`config.mk`:
```
export PLATFORM = sky130hd
export DESIGN_NAME = tlv_record_deframer
export DESIGN_NICKNAME = d
export VERILOG_FILES = /design/src/hdl/tlvd_pkg.sv /design/src/hdl/tlvd_parser.sv /design/src/hdl/tlvd_out_queue.sv /design/src/hdl/tlv_record_deframer.sv
export SDC_FILE = /design/constraint.sdc
export NUM_CORES = 1
export LEC_CHECK = 0
export ABC_CLOCK_PERIOD_IN_PS = 5100
export BUFFER_PORTS_ARGS = -buffer_cell sky130_fd_sc_hd__buf_4
export CAP_MARGIN = 0
export CORE_MARGIN = 2
export CORE_UTILIZATION = 35
export DETAILED_ROUTE_END_ITERATION = 10
export PLACE_DENSITY = 0.6
export SETUP_SLACK_MARGIN = 0.4
export SLEW_MARGIN = 5
export SYNTH_ARGS = -nofsm -noshare
export SYNTH_HDL_FRONTEND = slang
export SYNTH_SLANG_ARGS = --single-unit
```
`constraint.sdc`:
```
create_clock -name clk_i -period 5.1 [get_ports clk_i]
set_input_delay 0.765 -clock clk_i [delete_from_list [all_inputs] [get_ports clk_i]]
set_output_delay 0.765 -clock clk_i [all_outputs]
set_load 0.05 [all_outputs]
```
`src/hdl/tlvd_pkg.sv`:
```
// package for the tlv record deframer: codes, phases and result types
`default_nettype none
package tlvd_pkg;

  localparam int unsigned HeaderBytes = 8;
  localparam int unsigned QueueDepth  = 4;
  localparam int unsigned PaddrWidth  = 3;

  // register index of skip_bytes
  localparam logic [PaddrWidth-3:0] REG_SKIP_BYTES = '0;

  typedef enum logic [1:0] {
    PH_SKIP    = 2'd0,
    PH_HEADER  = 2'd1,
    PH_PAYLOAD = 2'd2
  } tlvd_phase_e;

  typedef enum logic [1:0] {
    ST_OK            = 2'd0,
    ST_OFFSET_RANGE  = 2'd1,
    ST_TRUNC_HEADER  = 2'd2,
    ST_TRUNC_PAYLOAD = 2'd3
  } tlvd_status_e;

  typedef enum logic {
    EV_RECORD = 1'b0,
    EV_STATUS = 1'b1
  } tlvd_event_e;

  typedef struct packed {
    tlvd_event_e  kind;
    logic [31:0]  rec_type;
    logic [31:0]  rec_length;
    logic [31:0]  rec_offset;
    tlvd_status_e status;
    logic         last;
  } tlvd_result_t;

  typedef struct packed {
    logic [1:0]   num;
    tlvd_result_t first;
    tlvd_result_t second;
  } tlvd_push_t;

endpackage
`default_nettype wire

```
`src/hdl/tlvd_parser.sv`:
```
// per-word parse state and result generation
`default_nettype none
module tlvd_parser (
  input  wire logic              clk_i,
  input  wire logic              rst_ni,
  input  wire logic              take_i,
  input  wire logic [7:0]        data_byte_i,
  input  wire logic              byte_present_i,
  input  wire logic              end_of_data_i,
  input  wire logic [31:0]       skip_bytes_i,
  output tlvd_pkg::tlvd_push_t   push_o
);
  import tlvd_pkg::*;

  tlvd_phase_e phase_q, phase_d;
  logic [31:0] pos_q, pos_d;
  logic [2:0]  hcnt_q, hcnt_d;
  logic [63:0] shift_q, shift_d;
  logic [31:0] remain_q, remain_d;
  logic [31:0] start_q, start_d;

  tlvd_phase_e  ph_eff;
  tlvd_phase_e  ph_after;
  logic         rec_hit;
  tlvd_result_t rec_res;
  tlvd_result_t st_res;
  tlvd_status_e st_code;
  logic [31:0]  remain_dec;

  always_comb begin
    phase_d  = phase_q;
    pos_d    = pos_q;
    hcnt_d   = hcnt_q;
    shift_d  = shift_q;
    remain_d = remain_q;
    start_d  = start_q;
    rec_hit  = 1'b0;
    remain_dec = remain_q - 32'd1;

    ph_eff = phase_q;
    if (phase_q == PH_SKIP && pos_q >= skip_bytes_i) begin
      ph_eff = PH_HEADER;
    end

    if (byte_present_i) begin
      phase_d = ph_eff;
      case (ph_eff)
        PH_HEADER: begin
          if (hcnt_q == 3'd0) begin
            start_d = pos_q;
            shift_d = '0;
          end
          shift_d[{hcnt_q, 3'b000} +: 8] = data_byte_i;
          hcnt_d = hcnt_q + 3'd1;
          if (hcnt_q == 3'(HeaderBytes - 1)) begin
            if (shift_d[63:32] == 32'd0) begin
              rec_hit = 1'b1;
            end else begin
              remain_d = shift_d[63:32];
              phase_d  = PH_PAYLOAD;
            end
          end
        end
        PH_PAYLOAD: begin
          remain_d = remain_dec;
          if (remain_dec == 32'd0) begin
            rec_hit = 1'b1;
            phase_d = PH_HEADER;
          end
        end
        default: ;
      endcase
      if (pos_q != 32'hFFFF_FFFF) begin
        pos_d = pos_q + 32'd1;
      end
    end

    // status sees the state after the byte of the same word
    ph_after = phase_d;
    case (ph_after)
      PH_SKIP:    st_code = (pos_d < skip_bytes_i) ? ST_OFFSET_RANGE : ST_OK;
      PH_PAYLOAD: st_code = ST_TRUNC_PAYLOAD;
      default:    st_code = (hcnt_d != 3'd0) ? ST_TRUNC_HEADER : ST_OK;
    endcase

    rec_res.kind       = EV_RECORD;
    rec_res.rec_type   = shift_d[31:0];
    rec_res.rec_length = shift_d[63:32];
    rec_res.rec_offset = start_d;
    rec_res.status     = ST_OK;
    rec_res.last       = ~end_of_data_i;

    st_res.kind       = EV_STATUS;
    st_res.rec_type   = '0;
    st_res.rec_length = '0;
    st_res.rec_offset = '0;
    st_res.status     = st_code;
    st_res.last       = 1'b1;

    push_o.num    = 2'd0;
    push_o.first  = rec_res;
    push_o.second = st_res;
    if (take_i) begin
      if (rec_hit && end_of_data_i) begin
        push_o.num = 2'd2;
      end else if (rec_hit) begin
        push_o.num = 2'd1;
      end else if (end_of_data_i) begin
        push_o.num   = 2'd1;
        push_o.first = st_res;
      end
    end

    // end of stream: back to a fresh stream
    if (end_of_data_i) begin
      phase_d  = PH_SKIP;
      pos_d    = '0;
      hcnt_d   = '0;
      shift_d  = '0;
      remain_d = '0;
      start_d  = '0;
    end
  end

  always_ff @(posedge clk_i or negedge rst_ni) begin
    if (!rst_ni) begin
      phase_q  <= PH_SKIP;
      pos_q    <= '0;
      hcnt_q   <= '0;
      shift_q  <= '0;
      remain_q <= '0;
      start_q  <= '0;
    end else if (take_i) begin
      phase_q  <= phase_d;
      pos_q    <= pos_d;
      hcnt_q   <= hcnt_d;
      shift_q  <= shift_d;
      remain_q <= remain_d;
      start_q  <= start_d;
    end
  end

endmodule
`default_nettype wire

```
`src/hdl/tlvd_out_queue.sv`:
```
// small result queue: up to two pushes and one pop per cycle
`default_nettype none
module tlvd_out_queue (
  input  wire logic                clk_i,
  input  wire logic                rst_ni,
  input  wire tlvd_pkg::tlvd_push_t push_i,
  input  wire logic                pop_i,
  output wire logic                room_o,
  output wire logic                valid_o,
  output tlvd_pkg::tlvd_result_t   head_o
);
  import tlvd_pkg::*;

  localparam int unsigned PtrW = $clog2(QueueDepth);
  localparam int unsigned CntW = $clog2(QueueDepth + 1);

  tlvd_result_t        mem_q [QueueDepth];
  logic [PtrW-1:0]     wr_ptr_q, wr_ptr_d;
  logic [PtrW-1:0]     rd_ptr_q, rd_ptr_d;
  logic [CntW-1:0]     cnt_q, cnt_d;
  logic [PtrW-1:0]     wr_ptr_nx;

  assign wr_ptr_nx = wr_ptr_q + PtrW'(1);
  assign valid_o   = (cnt_q != '0);
  assign head_o    = mem_q[rd_ptr_q];
  // two free slots needed for a word that may yield two results
  assign room_o    = (cnt_q <= CntW'(QueueDepth - 2));

  always_comb begin
    wr_ptr_d = wr_ptr_q + PtrW'(push_i.num);
    rd_ptr_d = rd_ptr_q + PtrW'(pop_i);
    cnt_d    = cnt_q + CntW'(push_i.num) - CntW'(pop_i);
  end

  always_ff @(posedge clk_i or negedge rst_ni) begin
    if (!rst_ni) begin
      wr_ptr_q <= '0;
      rd_ptr_q <= '0;
      cnt_q    <= '0;
    end else begin
      wr_ptr_q <= wr_ptr_d;
      rd_ptr_q <= rd_ptr_d;
      cnt_q    <= cnt_d;
    end
  end

  always_ff @(posedge clk_i) begin
    if (push_i.num != 2'd0) begin
      mem_q[wr_ptr_q] <= push_i.first;
    end
    if (push_i.num == 2'd2) begin
      mem_q[wr_ptr_nx] <= push_i.second;
    end
  end

endmodule
`default_nettype wire

```
`src/hdl/tlv_record_deframer.sv`:
```
// top level of the tlv record deframer
// usage:
//   input channel: one stream byte per word (data_byte_i with byte_present_i),
//   end_of_data_i closes the stream; a word with neither is dropped silently
//   output channel: one word per record (type, length, header offset) once its
//   payload is complete, and one status word at each end of stream
//   skip_bytes is written over the apb port while the block is idle
// throughput: one input word per cycle while in_stall_o is low; a word ending
//   a record and the stream at once yields two output words, which drain one
//   per cycle while out_stall_i is low; each result is captured in a result
//   queue entry at the accept edge and offered from the queue head
// stall: results wait in a four-entry queue; in_stall_o rises when fewer than
//   two entries are free, so input keeps flowing while the receiver stalls
//   briefly
// reset: parse state returns to skipping with position zero, the queue empties
//   and skip_bytes clears to zero; no clearing pass
`default_nettype none
module tlv_record_deframer (
  input  wire logic                           clk_i,
  input  wire logic                           rst_ni,
  // input stream
  input  wire logic                           in_valid_i,
  output wire logic                           in_stall_o,
  input  wire logic [7:0]                     data_byte_i,
  input  wire logic                           byte_present_i,
  input  wire logic                           end_of_data_i,
  // result stream
  output wire logic                           out_valid_o,
  input  wire logic                           out_stall_i,
  output wire logic                           event_kind_o,
  output wire logic [31:0]                    record_type_o,
  output wire logic [31:0]                    record_length_o,
  output wire logic [31:0]                    record_offset_o,
  output wire logic [1:0]                     status_code_o,
  output wire logic                           last_of_run_o,
  // configuration
  input  wire logic                           psel,
  input  wire logic                           penable,
  input  wire logic                           pwrite,
  input  wire logic [tlvd_pkg::PaddrWidth-1:0] paddr,
  input  wire logic [31:0]                    pwdata,
  output wire logic [31:0]                    prdata,
  output wire logic                           pready
);
  import tlvd_pkg::*;

  logic [31:0]  skip_bytes_q;
  logic         cfg_wr;
  logic [PaddrWidth-3:0] reg_idx;
  logic         take;
  logic         room;
  tlvd_push_t   push;
  tlvd_result_t head;

  // apb register file: one register, always ready
  assign pready  = 1'b1;
  assign reg_idx = paddr[PaddrWidth-1:2];
  assign cfg_wr  = psel & penable & pwrite & pready;
  assign prdata  = (reg_idx == REG_SKIP_BYTES) ? skip_bytes_q : 32'd0;

  always_ff @(posedge clk_i or negedge rst_ni) begin
    if (!rst_ni) begin
      skip_bytes_q <= '0;
    end else if (cfg_wr && reg_idx == REG_SKIP_BYTES) begin
      skip_bytes_q <= pwdata;
    end
  end

  // input handshake
  assign in_stall_o = ~room;
  assign take       = in_valid_i & room;

  tlvd_parser u_parser (
    .clk_i          (clk_i),
    .rst_ni         (rst_ni),
    .take_i         (take),
    .data_byte_i    (data_byte_i),
    .byte_present_i (byte_present_i),
    .end_of_data_i  (end_of_data_i),
    .skip_bytes_i   (skip_bytes_q),
    .push_o         (push)
  );

  tlvd_out_queue u_queue (
    .clk_i   (clk_i),
    .rst_ni  (rst_ni),
    .push_i  (push),
    .pop_i   (out_valid_o & ~out_stall_i),
    .room_o  (room),
    .valid_o (out_valid_o),
    .head_o  (head)
  );

  // result fields
  assign event_kind_o    = head.kind;
  assign record_type_o   = head.rec_type;
  assign record_length_o = head.rec_length;
  assign record_offset_o = head.rec_offset;
  assign status_code_o   = head.status;
  assign last_of_run_o   = head.last;

endmodule
`default_nettype wire
```
# Word level (Yosys, flattened, before mapping)
# Memories as Yosys holds them, arrays and structs flattened.
# Index checks and enable logic that the tools add are counted.
dict set report word_totals {
  reg_bits 204
  ram_bits 400
  input_bits 52
  output_inout_bits 135
  word_cells 103
  mem_count 1
}
# name words width read_ports rd_clocked_by_memory_dff write_ports line
set mem_list {}
lappend mem_list {u_queue.mem_q 4 100 1 0 2 tlvd_out_queue.sv:17} ;# tlvd_result_t mem_q [QueueDepth];
dict set report op_classes {
  addsub 9
  order_cmp 3
  eq_ne 8
  shifts 2
  mux 48
  bitwise 8
  reduce_logical 14
}
# cell count
set op_table {}
lappend op_table {{32-bit 2-to-1 mux} 12}
lappend op_table {{64-bit 2-to-1 mux} 6}
lappend op_table {{100-bit 2-to-1 mux} 2}
lappend op_table {{102-bit 2-to-1 mux} 1}
lappend op_table {{101-bit 2-to-1 mux} 1}
lappend op_table {{64-bit bitwise mux} 1}
lappend op_table {{32-bit logical NOT} 2}
lappend op_table {{32-bit case mux with 2 select lines} 1}
lappend op_table {{8-bit by 8-bit variable shift with 64-bit output (first input constant)} 1}
lappend op_table {{8-bit by 8-bit indexed part select with 64-bit output} 1}
lappend op_table {{32-bit by 1-bit adder with 32-bit output (second input constant)} 1}
lappend op_table {{32-bit greater-or-equal comparator} 1}
lappend op_table {{32-bit less-than comparator} 1}
lappend op_table {{32-bit != test (second input constant)} 1}
lappend op_table {{32-bit by 1-bit subtractor with 32-bit output (second input constant)} 1}
lappend op_table {{2-bit 2-to-1 mux} 9}
lappend op_table {{1-bit 2-to-1 mux} 9}
lappend op_table {{3-bit 2-to-1 mux} 3}
lappend op_table {{3-bit nonzero test} 3}
lappend op_table {{6-bit negation with 8-bit output} 1}
lappend op_table {{2-bit case mux with 2 select lines} 2}
lappend op_table {{2-bit == test (second input constant)} 3}
lappend op_table {{5-bit AND reduction} 1}
lappend op_table {{1-bit bitwise AND} 4}
lappend op_table {{17 further kinds} 24}

# Logic depth before layout (Yosys ltp)
dict set report logic_depth {
  depth_word 21
  depth_mapped 24
  mapped_depth_nobuf 19
}

# Modules after synthesis
# A second synthesis with hierarchy kept.
dict set report hier_totals {
  hier_cells 2794
  area_unflattened_um2 35605.4
}
# mod n_inst cells_per_inst area_each_um2 seq_area_each_um2
set modules_own_cells {}
lappend modules_own_cells {tlvd_out_queue 1 1005 20767.4 12186.7}
lappend modules_own_cells {tlvd_parser 1 1681 13267.7 4129.0}
lappend modules_own_cells {tlv_record_deframer 1 108 1570.3 800.8}

# Worst setup path after synthesis
# Ideal clock, no wire load.
dict set report synth_timing {
  path_type {reg2reg}
  startpoint {reg u_parser.hcnt_q[0]}
  endpoint {mem u_queue.mem_q[2][70] (netlist bit)}
  setup_ps 133
  t_arrival_ps 4744
  required_time_ps 4967
  slack_ps 222
  path_stages_with_launch 22
  path_buffers 5
  synth_period_minus_slack_ps 4878
  path_cell_list {dfrtp_1 clkbuf_1 inv_1 ha_1 ha_1 nor3b_1 buf_1 mux2_2 a2111oi_0 o211a_1 nand4_1 o21ai_1 nand2b_1 ha_1 o21ai_1 nand2_1 and2_1 clkbuf_1 clkbuf_1 clkbuf_1 nand2_1 o21ai_0}
}
# element line
set synth_rtl {}
lappend synth_rtl {{start, declared} tlvd_parser.sv:17} ;# logic [2:0] hcnt_q, hcnt_d;
lappend synth_rtl {{start signal, assigned} tlvd_parser.sv:136} ;# hcnt_q <= hcnt_d;
lappend synth_rtl {{end, declared} tlvd_out_queue.sv:17}

# Final worst setup path
dict set report layout_timing {
  startpoint {reg u_parser.hcnt_q[1]}
  endpoint {reg u_queue.cnt_q[2]}
}
dict set report layout_via {
  elab_chain_len 15
  word_cells_on_any_way 20
  cone_classes {add/sub (3); eq/ne (1); shift (2); mux (11); reduce/logical (3)}
}
# element line
set layout_lines {}
lappend layout_lines {{parallel branches: the longest is 7 deep, another holds 6-bit negation with 8-bit output} -}
lappend layout_lines {{1-bit 2-to-1 mux *} tlvd_parser.sv:55} ;# if (hcnt_q == 3'(HeaderBytes - 1)) begin
lappend layout_lines {{1-bit case mux with 2 select lines *} tlvd_parser.sv:47} ;# case (ph_eff)
lappend layout_lines {{1-bit 2-to-1 mux *} tlvd_parser.sv:45} ;# if (byte_present_i) begin
lappend layout_lines {{2-bit 2-to-1 mux or 1-bit logical AND (tied branches)} {tlvd_parser.sv:106, tlvd_parser.sv:104}}
lappend layout_lines {{2-bit 2-to-1 mux *} tlvd_parser.sv:104} ;# if (rec_hit && end_of_data_i) begin
lappend layout_lines {{102-bit 2-to-1 mux *} tlvd_parser.sv:103} ;# if (take_i) begin
lappend layout_lines {{3-bit by 2-bit adder with 3-bit output *} tlvd_out_queue.sv:32} ;# cnt_d = cnt_q + CntW'(push_i.num) - CntW'(pop_i);
lappend layout_lines {{3-bit by 1-bit subtractor with 3-bit output *} tlvd_out_queue.sv:32}
lappend layout_lines {{via u_queue.cnt_d[2]} tlvd_out_queue.sv:20} ;# logic [CntW-1:0] cnt_q, cnt_d;
lappend layout_lines {{end signal, assigned} tlvd_out_queue.sv:43} ;# cnt_q <= cnt_d;
lappend layout_lines {{end, declared} tlvd_out_queue.sv:20}
# Mark *: on every way through the listed nets, which the timed path passes. The select of a mux whose other input is x is not followed.
# A chain may end at the register's enable or synchronous reset.

==> flow_metrics.env <==
export IMPL_ys_types=83
export IMPL_crit_top_cell="ha_1"
export IMPL_hold_class="primary input to asynchronous set/reset pin"
export IMPL_ys_seq_area_frac=0.4512
export IMPL_cp_max_fo=7
export IMPL_core_um2=82370
export IMPL_ys_ff_latch=604
export IMPL_antenna_found_initial=0
export IMPL_cts_buffers=70
export IMPL_syn_cell_area_um2=29240
export IMPL_cts_buffer_depth=3
export IMPL_first_iter_violations=2245
export IMPL_synth_cells=3118
export IMPL_drc=0
export IMPL_max_slew_margin=0.2287
export IMPL_max_cap_viol_count=0
export IMPL_cts_root_buffer="clkbuf_16"
export IMPL_crit_buf_inv=6
export IMPL_critPathKind="flip-flop to flip-flop"
export IMPL_io_buffers=183
export IMPL_critPathRequiredTime_ns=5.59
export IMPL_place_hpwl_mm=58.74
export IMPL_fin_ws_ns=0.5942
export IMPL_period_minus_slack_ns=4.506
export IMPL_r2r_end="u_queue.cnt_q[2]"
export IMPL_slew_violations=0
export IMPL_crit_slowest_cell="dfrtp_1"
export IMPL_cts_tree="done"
export IMPL_ios=187
export IMPL_cp_top_family="adder cells"
export IMPL_end_kind="flip-flop"
export IMPL_fin_setup_tns_ns=0
export IMPL_grt_pass1_vias=23104
export IMPL_gp_congestion=0.8719
export IMPL_gr_total_overflow=0
export IMPL_timing_final_crit_share=0.8835
export IMPL_placementRows=105
export IMPL_hold_violations=0
export IMPL_track_usage=0.2042
export IMPL_synth_nets=3249
export IMPL_regToRegStartpoint="u_parser.hcnt_q[1]"
export IMPL_power_w=0.01982
export IMPL_slowest_delay_ns=0.39
export IMPL_grt_max_degree=92
export IMPL_ys_async_sr_fraction=0.3377
export IMPL_finClkSkew_ns=0.02778
export IMPL_setup_viol=0
export IMPL_nets=3357
export IMPL_die_h_um=293.0
export IMPL_cp_arrival_ns=5.00
export IMPL_clock_sinks=604
export IMPL_startpoint_type="flip-flop"
export IMPL_grt_pass1_wl_mm=138.7
export IMPL_dp_slack_ns=0.2196
export IMPL_drt_vias_per_instance=5.560
export IMPL_leakagePower_nw=14.29
export IMPL_layout_drive_gt1_share=0.1865
export IMPL_synth_ff_type="dfxtp_1"
export IMPL_worstSkewPairLatency_ns=0.63
export IMPL_vdd_drop_max_mv=0.3376
export IMPL_dr_total_vias=24197
export IMPL_path_clk_slew_ns=0.06
export IMPL_ys_warnings_count=0
export IMPL_totalWireLength_mm=89.27
export IMPL_avgRoutedWirePerCell_um=20.51
export IMPL_start_util=0.3549
export IMPL_final_antenna_net_count=0
export IMPL_p_per_area_nw_per_um2=573.7
export IMPL_worst_slew_pin_slew_ns=1.153
export IMPL_firstDrtPassIters=6
export IMPL_max_freq_mhz=221.9
export IMPL_antenna_cells=0
export IMPL_avgSynthCellArea_um2=9.377
export IMPL_rrSetupSlack_ns=0.59
export IMPL_area_growth_pct=18.16
export IMPL_synth_edff_count=8
export IMPL_status="completed"
export IMPL_die_x_um=293.0
export IMPL_htree_levels=3
export IMPL_rsz0062_at_grt="true"
export IMPL_r2r_cells=21
export IMPL_design_die_area_um2=85870
export IMPL_worstPathCellList="inv_1, ha_1, ha_2, buf_4, nand3b_1, buf_4, nand2_1, a21oi_1, nor4_1, buf_4, nand4_1, o21ai_2, nand2b_1, ha_1, nor2_1, inv_1, ha_1, inv_1, ha_1, fa_1, xnor2_1"
==> cells in the mapped netlist, drive strengths merged, types with 20 or more instances <==
| library cell | n | area share |
|---|---|---|
| buf | 69 | 0.015 |
| ha | 78 | 0.033 |
| mux2 | 35 | 0.013 |
| a21oi | 96 | 0.016 |
| inv | 61 | 0.0078 |
| nand3 | 28 | 0.0048 |
| dfxtp | 392 | 0.27 |
| o31ai | 196 | 0.053 |
| nor2 | 161 | 0.021 |
| a32oi | 28 | 0.0084 |
| mux2i | 82 | 0.028 |
| o21ai | 386 | 0.066 |
| nor3 | 45 | 0.0077 |
| nand2 | 570 | 0.073 |
| a22o | 20 | 0.0060 |
| mux4 | 100 | 0.077 |
| xor2 | 20 | 0.0060 |
| a22oi | 75 | 0.019 |
| clkbuf | 196 | 0.025 |
| dfrtp | 204 | 0.17 |
| a31oi | 21 | 0.0045 |
==> metal layers <==
metal / routed length (um) / vias to the layer above / track usage / part of all wire
met4: 1727 / 0 / 0.05491 / 0.019
met3: 4854 / 113 / 0.02723 / 0.054
met5: 0 / - / 0 / 0
met2: 40630 / 687 / 0.3188 / 0.46
met1: 42050 / 11888 / 0.2961 / 0.47
li1: - / 11509 / - / -
==> stage by stage <==
step / instances / instance area, um2 / util / hold slack, ns
after floorplan: 3118 / 29250 / - / 0.4198
after global placement: 4216 / 32040 / 0.3890 / 0.4280
after detailed placement: 4216 / 32040 / 0.3890 / 0.4339
after CTS: 4345 / 34400 / 0.4176 / 0.1119
after global routing: 4352 / 34550 / 0.4194 / 0.1286
final: 4352 / 34550 / 0.4194 / 0.09509
==> cells in the final DEF (no fill, tap or decap), types with 12 or more instances in the layout <==
cell type | synthesis | final
a22o_1 | 20 | 20
mux2i_1 | 82 | 81
dfrtp_1 | 204 | 200
clkbuf_8 | 0 | 15
ha_1 | 78 | 76
inv_1 | 61 | 60
buf_12 | 0 | 23
o31ai_2 | 13 | 15
nor2_1 | 161 | 156
buf_4 | 1 | 273
nor3_1 | 45 | 44
nand3_1 | 28 | 27
nand2b_1 | 16 | 16
nor4_1 | 16 | 15
and3_1 | 17 | 17
a31oi_1 | 21 | 21
o31ai_1 | 183 | 181
a21oi_1 | 96 | 93
dfxtp_1 | 392 | 392
o21ai_1 | 74 | 71
o21ai_0 | 312 | 312
nand4_1 | 19 | 19
xnor2_1 | 17 | 17
nand2_1 | 570 | 563
clkbuf_1 | 196 | 21
a21o_1 | 12 | 12
a22oi_1 | 75 | 75
mux4_2 | 100 | 100
mux2_2 | 35 | 35
clkbuf_16 | 0 | 75
and2_1 | 16 | 14
a32oi_1 | 28 | 28
xor2_1 | 20 | 20
==> report_power, final <==
part	total [W]	internal, W	switching, W
Sequential	0.00664	0.00579	0.000844
Combinational	0.00816	0.00301	0.00514
Clock	0.00503	0.00294	0.00209
==> cells by family (layout without fill, tap and decap cells) <==
| kind of cell | after synthesis | after routing | synth area share |
|---|---|---|---|
| simple gates | 948 | 949 | 0.1404 |
| xor+xnor | 37 | 37 | 0.01108 |
| flops | 604 | 604 | 0.4512 |
| buf+inv | 328 | 491 | 0.04823 |
| other cells | 1 | 1 | 0.0001283 |
| mux | 217 | 217 | 0.1186 |
| compound gates | 904 | 904 | 0.1963 |
| fa+ha+maj | 79 | 79 | 0.03406 |
==> sequential cells by signal, summed over array words and instances (netlist names) <==
register,count
u_queue.mem_q,400
u_parser.remain_q,32
u_parser.start_q,32
u_queue.cnt_q,3
u_parser.phase_q,2
u_parser.shift_q,64
u_parser.pos_q,32
u_queue.wr_ptr_q,2
u_parser.hcnt_q,3
skip_bytes_q,32
u_queue.rd_ptr_q,2
==> cell type report <==
type	instances	area (um2)
Fill cell	8013	47820
Multi-Input combinational cell	2187	14880
Sequential cell	604	13200
Timing Repair Buffer	300	2575
Clock buffer	111	2162
Tap cell	1070	1339
Inverter	63	236.5
Clock inverter	17	157.7
==> how the worst max path moves through the flow <==
stage,cells past startpoint,slack (ns),from,to
after CTS,21,0.39,u_parser.hcnt_q[0],u_queue.mem_q[0][20]
after floorplan,21,0.42,u_parser.hcnt_q[0],u_queue.mem_q[2][70]
after detailed placement,20,0.22,u_parser.hcnt_q[0],u_queue.mem_q[0][20]
final,21,0.59,u_parser.hcnt_q[1],u_queue.cnt_q[2]
after global placement,19,0.26,u_parser.hcnt_q[0],u_queue.mem_q[2][13]
after global routing,23,0.32,u_parser.hcnt_q[1],u_queue.mem_q[0][5]
==> timing repair <==
action / 4_1_cts / 5_1_grt
gates resized for setup: 6 / 30
setup endpoints to repair: 299 / 409
buffers inserted: 1 / 6
pin swaps: 1 / 5
hold buffers: 0 / 0
cloned: 0 / 1
(Power assumes the default switching activity.)
